## src/hw/rtl/ksd_pkg.sv

```systemverilog
// ----------------------------------------------------------------------------
// ksd_pkg
// Scancode constants, key codes and the two set-1 lookup ROMs.
// ----------------------------------------------------------------------------
`timescale 1ns / 1ps

package ksd_pkg;

    typedef logic [7:0] t_byte;

    localparam t_byte SC_PREFIX       = 8'hE0;
    localparam t_byte SC_LSHIFT_MAKE  = 8'h2A;
    localparam t_byte SC_RSHIFT_MAKE  = 8'h36;
    localparam t_byte SC_LSHIFT_BREAK = 8'hAA;
    localparam t_byte SC_RSHIFT_BREAK = 8'hB6;
    localparam t_byte SC_F1           = 8'h3B;
    localparam t_byte SC_F4           = 8'h3E;
    localparam t_byte SC_UP           = 8'h48;
    localparam t_byte SC_DOWN         = 8'h50;
    localparam t_byte SC_LEFT         = 8'h4B;
    localparam t_byte SC_RIGHT        = 8'h4D;
    localparam t_byte SC_ROM_LAST     = 8'd57;

    localparam t_byte KEY_NONE  = 8'd0;
    localparam t_byte KEY_F1    = 8'd128;
    localparam t_byte KEY_F4    = 8'd131;
    localparam t_byte KEY_UP    = 8'd140;
    localparam t_byte KEY_DOWN  = 8'd141;
    localparam t_byte KEY_LEFT  = 8'd142;
    localparam t_byte KEY_RIGHT = 8'd143;

    localparam int RomDepth = 58;

    localparam t_byte ROM_PLAIN [RomDepth] = '{
        8'h00, 8'h1B, 8'h31, 8'h32, 8'h33, 8'h34, 8'h35, 8'h36,
        8'h37, 8'h38, 8'h39, 8'h30, 8'h2D, 8'h3D, 8'h08, 8'h09,
        8'h71, 8'h77, 8'h65, 8'h72, 8'h74, 8'h79, 8'h75, 8'h69,
        8'h6F, 8'h70, 8'h5B, 8'h5D, 8'h0A, 8'h00, 8'h61, 8'h73,
        8'h64, 8'h66, 8'h67, 8'h68, 8'h6A, 8'h6B, 8'h6C, 8'h3B,
        8'h27, 8'h60, 8'h00, 8'h5C, 8'h7A, 8'h78, 8'h63, 8'h76,
        8'h62, 8'h6E, 8'h6D, 8'h2C, 8'h2E, 8'h2F, 8'h2A, 8'h2A,
        8'h36, 8'h20
    };

    localparam t_byte ROM_SHIFTED [RomDepth] = '{
        8'h00, 8'h1B, 8'h21, 8'h40, 8'h23, 8'h24, 8'h25, 8'h5E,
        8'h26, 8'h2A, 8'h28, 8'h29, 8'h5F, 8'h2B, 8'h08, 8'h09,
        8'h51, 8'h57, 8'h45, 8'h52, 8'h54, 8'h59, 8'h55, 8'h49,
        8'h4F, 8'h50, 8'h7B, 8'h7D, 8'h0A, 8'h00, 8'h41, 8'h53,
        8'h44, 8'h46, 8'h47, 8'h48, 8'h4A, 8'h4B, 8'h4C, 8'h3A,
        8'h22, 8'h7E, 8'h00, 8'h7C, 8'h5A, 8'h58, 8'h43, 8'h56,
        8'h42, 8'h4E, 8'h4D, 8'h3C, 8'h3E, 8'h3F, 8'h2A, 8'h2A,
        8'h36, 8'h20
    };

endpackage

```

## src/hw/rtl/ksd_scan_if.sv

```systemverilog
// ----------------------------------------------------------------------------
// ksd_scan_if
// Valid/ready channel carrying one scancode byte per word.
// ----------------------------------------------------------------------------
`timescale 1ns / 1ps

interface ksd_scan_if;
    logic       valid;
    logic       ready;
    logic [7:0] scan_byte;

    modport source (output valid, output scan_byte, input ready);
    modport sink   (input valid, input scan_byte, output ready);
endinterface

```

## src/hw/rtl/ksd_key_if.sv

```systemverilog
// ----------------------------------------------------------------------------
// ksd_key_if
// Valid/ready channel carrying one key code byte per word.
// ----------------------------------------------------------------------------
`timescale 1ns / 1ps

interface ksd_key_if;
    logic       valid;
    logic       ready;
    logic [7:0] key_code;

    modport source (output valid, output key_code, input ready);
    modport sink   (input valid, input key_code, output ready);
endinterface

```

## src/hw/rtl/keyboard_scancode_decoder_top.sv

```systemverilog
// ----------------------------------------------------------------------------
// keyboard_scancode_decoder_top
// Set-1 scancode to key code decoder, one key code word per scancode word.
//
//   channel   dir   payload          notes
//   i_scan    in    scan_byte[7:0]   valid/ready, raw scancode
//   o_key     out   key_code[7:0]    valid/ready, 0 = no key
//
// One word per cycle sustained while o_key.ready stays high; each word passes
// the input register, then the result register, with the decode between them.
// Reset clears both pipeline valids and the shift and prefix flags.
// A stalled result holds; the input register still fills behind it, so one
// more word is taken before i_scan.ready drops.
// ----------------------------------------------------------------------------
`timescale 1ns / 1ps

module keyboard_scancode_decoder_top (
    input  logic         i_clk,
    input  logic         i_rst_n,
    ksd_scan_if.sink     i_scan,
    ksd_key_if.source    o_key
);
    import ksd_pkg::*;

    logic  r_s1_valid;
    t_byte r_s1_byte;
    logic  r_out_valid;
    t_byte r_out_key;
    logic  advance;
    t_byte key;

    assign advance      = r_s1_valid && (!r_out_valid || o_key.ready);
    assign i_scan.ready = !r_s1_valid || advance;

    ksd_decode u_decode (
        .i_clk       (i_clk),
        .i_rst_n     (i_rst_n),
        .i_advance   (advance),
        .i_scan_byte (r_s1_byte),
        .o_key_code  (key)
    );

    always_ff @(posedge i_clk) begin
        if (!i_rst_n) begin
            r_s1_valid  <= 1'b0;
            r_out_valid <= 1'b0;
        end else begin
            if (i_scan.ready) begin
                r_s1_valid <= i_scan.valid;
            end
            if (advance) begin
                r_out_valid <= 1'b1;
            end else if (o_key.ready) begin
                r_out_valid <= 1'b0;
            end
        end
    end

    always_ff @(posedge i_clk) begin
        if (i_scan.valid && i_scan.ready) begin
            r_s1_byte <= i_scan.scan_byte;
        end
        if (advance) begin
            r_out_key <= key;
        end
    end

    assign o_key.valid    = r_out_valid;
    assign o_key.key_code = r_out_key;
endmodule

```

## src/hw/rtl/ksd_decode.sv

```systemverilog
// ----------------------------------------------------------------------------
// ksd_decode
// Shift / prefix flags and the per-byte key code decode.
// ----------------------------------------------------------------------------
`timescale 1ns / 1ps

module ksd_decode (
    input  logic          i_clk,
    input  logic          i_rst_n,
    input  logic          i_advance,
    input  ksd_pkg::t_byte i_scan_byte,
    output ksd_pkg::t_byte o_key_code
);
    import ksd_pkg::*;

    logic  r_shift_held;
    logic  r_extended_pending;
    logic  n_shift_held;
    logic  n_extended_pending;
    t_byte key;

    always_comb begin
        n_shift_held       = r_shift_held;
        n_extended_pending = 1'b0;
        key                = KEY_NONE;
        if (r_extended_pending) begin
            unique case (i_scan_byte)
                SC_UP:    key = KEY_UP;
                SC_DOWN:  key = KEY_DOWN;
                SC_LEFT:  key = KEY_LEFT;
                SC_RIGHT: key = KEY_RIGHT;
                default:  key = KEY_NONE;
            endcase
        end else if (i_scan_byte == SC_PREFIX) begin
            n_extended_pending = 1'b1;
        end else if (i_scan_byte == SC_LSHIFT_MAKE || i_scan_byte == SC_RSHIFT_MAKE) begin
            n_shift_held = 1'b1;
        end else if (i_scan_byte == SC_LSHIFT_BREAK || i_scan_byte == SC_RSHIFT_BREAK) begin
            n_shift_held = 1'b0;
        end else if (i_scan_byte[7]) begin
            key = KEY_NONE;
        end else if (i_scan_byte >= SC_F1 && i_scan_byte <= SC_F4) begin
            key = KEY_F1 + (i_scan_byte - SC_F1);
        end else if (i_scan_byte > SC_ROM_LAST) begin
            key = KEY_NONE;
        end else if (r_shift_held) begin
            key = ROM_SHIFTED[i_scan_byte[5:0]];
        end else begin
            key = ROM_PLAIN[i_scan_byte[5:0]];
        end
    end

    always_ff @(posedge i_clk) begin
        if (!i_rst_n) begin
            r_shift_held       <= 1'b0;
            r_extended_pending <= 1'b0;
        end else if (i_advance) begin
            r_shift_held       <= n_shift_held;
            r_extended_pending <= n_extended_pending;
        end
    end

    assign o_key_code = key;
endmodule

```

## src/flat_wrapper.sv

```systemverilog
// flat-port wrapper written by rule: the top's interface ports become plain ports
module keyboard_scancode_decoder_top_flat import ksd_pkg::*;
  (i_clk, i_rst_n, i_scan_valid, i_scan_scan_byte, i_scan_ready, o_key_valid, o_key_key_code, o_key_ready);
  ksd_scan_if i_scan_i ();
  ksd_key_if o_key_i ();
  input  logic i_clk;
  input  logic i_rst_n;
  input wire logic [$bits(i_scan_i.valid)-1:0] i_scan_valid;
  input wire logic [$bits(i_scan_i.scan_byte)-1:0] i_scan_scan_byte;
  output wire logic [$bits(i_scan_i.ready)-1:0] i_scan_ready;
  output wire logic [$bits(o_key_i.valid)-1:0] o_key_valid;
  output wire logic [$bits(o_key_i.key_code)-1:0] o_key_key_code;
  input wire logic [$bits(o_key_i.ready)-1:0] o_key_ready;
  assign i_scan_i.valid = i_scan_valid;
  assign i_scan_i.scan_byte = i_scan_scan_byte;
  assign i_scan_ready = i_scan_i.ready;
  assign o_key_valid = o_key_i.valid;
  assign o_key_key_code = o_key_i.key_code;
  assign o_key_i.ready = o_key_ready;
  keyboard_scancode_decoder_top u_core (.i_clk(i_clk), .i_rst_n(i_rst_n), .i_scan(i_scan_i), .o_key(o_key_i));
endmodule
```

## config.mk

```make
export PLATFORM = sky130hd
export DESIGN_NAME = keyboard_scancode_decoder_top_flat
export DESIGN_NICKNAME = d
export VERILOG_FILES = /design/src/hw/rtl/ksd_pkg.sv /design/src/hw/rtl/ksd_scan_if.sv /design/src/hw/rtl/ksd_key_if.sv /design/src/hw/rtl/keyboard_scancode_decoder_top.sv /design/src/hw/rtl/ksd_decode.sv /design/src/flat_wrapper.sv
export SDC_FILE = /design/constraint.sdc
export NUM_CORES = 1
export LEC_CHECK = 0
export ABC_AREA = 0
export BUFFER_PORTS_ARGS = -buffer_cell sky130_fd_sc_hd__buf_4
export CAP_MARGIN = 20
export CORE_MARGIN = 2
export CORE_UTILIZATION = 40
export DETAILED_ROUTE_END_ITERATION = 7
export RECOVER_POWER = 50
export SKIP_CTS_REPAIR_TIMING = 1
export SYNTH_ARGS = -nofsm -noshare
export SYNTH_HDL_FRONTEND = slang
export SYNTH_SLANG_ARGS = --single-unit
```

## constraint.sdc

```tcl
create_clock -name i_clk -period 2.7 [get_ports i_clk]
set_input_delay 0.54 -clock i_clk [delete_from_list [all_inputs] [get_ports i_clk]]
set_output_delay 0.54 -clock i_clk [all_outputs]
set_load 0.03 [all_outputs]
```

==> qor.txt <==
simple-gate share of the synthesized area = 0.240
Die Area = 0.00588 mm^2
Clock Latency Late Sink = 260 ps
Rows = 26
Seq/Total Area, Yosys = 0.265
Final min period = 2390 ps
first-pass GRT wire length = 9640 um
GPL Wtd Cong = 0.949
CP endpoint kind = flip-flop
leakage = 0.000908 uW
# H-tree levels = 1
TritonRoute pass-1 iters = 5
GR Util met1 = 0.285
post-synthesis mux area share = 0.0681
R2R Path Start = u_core.r_s1_byte[0]
Final Hold Viols = 0
max cap viols = 0
worst slew pin tran = 518 ps
Cell Area, Synth = 0.00211 mm^2
Clock Sinks = 20
vias in the first global route = 1871
cell count of the worst reg-to-reg path = 9
RSZ-0062 raised after global routing = false
area leader, netlist = edfxtp_1
Top Ports = 22
TNS Setup = 0 ps
worst r2r dst = u_core.o_key.key_code[3]
part of the cycle the worst path needs = 0.887
vias = 2097
Starting Density = 0.414
core area = 0.00511 mm^2
Crit. Startpoint = u_core.r_s1_byte[0]
Yosys top cell area share = 0.227
Pwr Density = 388 mW/mm^2
crit-path max FO = 11
ranking of synthesized cells by area = edfxtp_1 (23%), ha_1 (9.5%), a21oi_1 (4.3%)
Worst Hold Class = in2reg
Port Buffers = 21
P&R area growth vs syn = 14.8%
CTS tree = yes
Starting DRT DRC Count = 208
layout cells sized above 1 = 0.167
Final HPWL DP = 4170 um
Final Util = 0.475
count leader, synth = nand2_1
root buffer cell = clkbuf_8
CTS clk-pin slew, worst paths = 70 ps
Synth Instances = 248
final worst slack = 306 ps
Highest Clock Rate = 418 MHz
syn_nets = 276
Post-synth top cells = nand2_1 (19), a21oi_1 (18), edfxtp_1 (16), ha_1 (16), nor2_1 (13)
startpoint types = flip-flop
GR Util All Layers = 0.202
Setup Viol. Count Final = 0
Worst Path Required = 2710 ps
dpl ws = 370 ps
Peak VDD IR = 0.316 mV
Top FF cell, synth = edfxtp_1
reg2reg setup slack = 310 ps
number of buffers created by CTS = 3
ant diodes = 0
#FFs+latches synth = 20
Post-Synth Adder-Cell Area = 0.0948
critical path endpoint = u_core.o_key.key_code[3]
vias per cell = 6.28
Routed wire per std cell = 17.7 um
pin count of the biggest net entering global routing = 47
XOR/XNOR Fraction of Synth Area = 0.0124
syn_area_per_cell = 8.52 um^2
clk_skew = 2.31 ps
global route total overflow = 0
ys async rst share = 0
number of synthesized flops with an enable pin = 16
clk buf depth = 2
post-synthesis compound-gate area fraction = 0.258
drt drc = 0
largest family of logic cells by synthesized area = compound AO/OA/AOI/OAI gates
Final nets = 293
Ys Warns = 0
GR Util met3 = 0.0412
library cells used by synthesis = 63
Crit Path Category = reg2reg
die width = 76.7 um
status = complete, no violations
initial antenna violation count = 0
Die H = 76.7 um
GRT busiest layer = met2
post-route ant nets = 0
Rel. slew slack = 0.650
final WL = 5920 um
critical path arrival = 2410 ps
GR Util met2 = 0.310
Max Slew Vio Count = 0
-- per-stage QoR --
| step | hold WS, ps | instance area, um^2 | instances | total power (uW) |
|---|---|---|---|---|
| floorplan | 471 | 2110 | 248 | 562 |
| global placement | 510 | 2370 | 330 | 648 |
| detailed placement | 515 | 2370 | 330 | 646 |
| CTS | 450 | 2440 | 334 | 943 |
| global route | 465 | 2420 | 334 | 990 |
| finish | 474 | 2420 | 334 | 939 |
-- logic make-up (layout without fill, tap and decap cells) --
group / Yosys count / after routing
XOR/XNOR: 3 / 3
adder cells (fa/ha/maj): 16 / 16
multiplexers: 10 / 10
buffers and inverters: 32 / 48
flip-flops: 20 / 20
AND/OR/NAND/NOR: 91 / 91
AO/OA/AOI/OAI: 76 / 76
-- state kept, by name (all words and copies together) (netlist names) --
register,count
u_core.r_s1_valid,1
u_core.o_key.valid,1
u_core.u_decode.r_extended_pending,1
u_core.o_key.key_code,8
u_core.r_s1_byte,8
u_core.u_decode.r_shift_held,1
-- report_power, final --
group	switching (uW)	internal (uW)
Clock	100	198
Combinational	166	112
Sequential	12.9	351
Total	279	660
-- critical path, cell delays in order (launching register included) --
cell and delay, ps:
edfxtp_1 410, buf_4 200, ha_1 360, inv_1 150, ha_1 180, nand2b_1 80, nand3_1 90, a2bb2oi_1 160
o221ai_1 150, a221o_1 360
-- metal layers --
metal  vias to the layer above  part of all wire
li1                        971                 -
met3                        19             0.080
met1                       981              0.44
met5                         -                 0
met4                         0             0.027
met2                       126              0.46
-- cell usage in the layout (no fill, tap or decap), types with 3 or more instances in the layout --
| cell | netlist | final |
|---|---|---|
| o21a_1 | 4 | 4 |
| ha_1 | 16 | 16 |
| nand2b_1 | 10 | 10 |
| clkbuf_8 | 0 | 3 |
| inv_1 | 9 | 9 |
| and3_1 | 4 | 4 |
| mux2_2 | 3 | 3 |
| nand3b_1 | 3 | 3 |
| clkbuf_4 | 0 | 8 |
| nor2_1 | 13 | 13 |
| edfxtp_1 | 16 | 16 |
| nand2_1 | 19 | 19 |
| a31oi_1 | 3 | 3 |
| buf_4 | 0 | 19 |
| a311oi_1 | 3 | 3 |
| nor2b_1 | 10 | 10 |
| nor3_1 | 6 | 6 |
| nand3_1 | 7 | 7 |
| a21oi_1 | 18 | 18 |
| mux4_2 | 3 | 3 |
| o211ai_1 | 6 | 6 |
| xnor2_1 | 3 | 3 |
| o2111ai_1 | 3 | 3 |
| o21ai_0 | 9 | 9 |
| clkbuf_1 | 11 | 5 |
| o221ai_1 | 4 | 4 |
| dfxtp_1 | 4 | 4 |
-- area by class of cell --
type                            count  area (um^2)
Tap cell                           70         87.6
Clock inverter                      1         30.0
Multi-Input combinational cell    196         1420
Clock buffer                        3         41.3
Fill cell                         512         2680
Sequential cell                    20          561
Inverter                           11         41.3
Timing Repair Buffer               33          241
-- worst min-delay path by stage --
stage                         from                      endpoint  slack, ps  cells after the start
3_3_place_gp   u_core.r_s1_byte[7]  u_core.u_decode.r_shift_held        510                      1
4_1_cts        i_scan_scan_byte[1]           u_core.r_s1_byte[1]        450                      1
3_5_place_dp   u_core.r_s1_byte[7]  u_core.u_decode.r_shift_held        510                      1
6_report       i_scan_scan_byte[5]           u_core.r_s1_byte[5]        470                      1
2_1_floorplan  u_core.r_s1_byte[7]  u_core.u_decode.r_shift_held        470                      1
5_1_grt        i_scan_scan_byte[1]           u_core.r_s1_byte[1]        470                      1
Power figures use the tool's default switching activity.
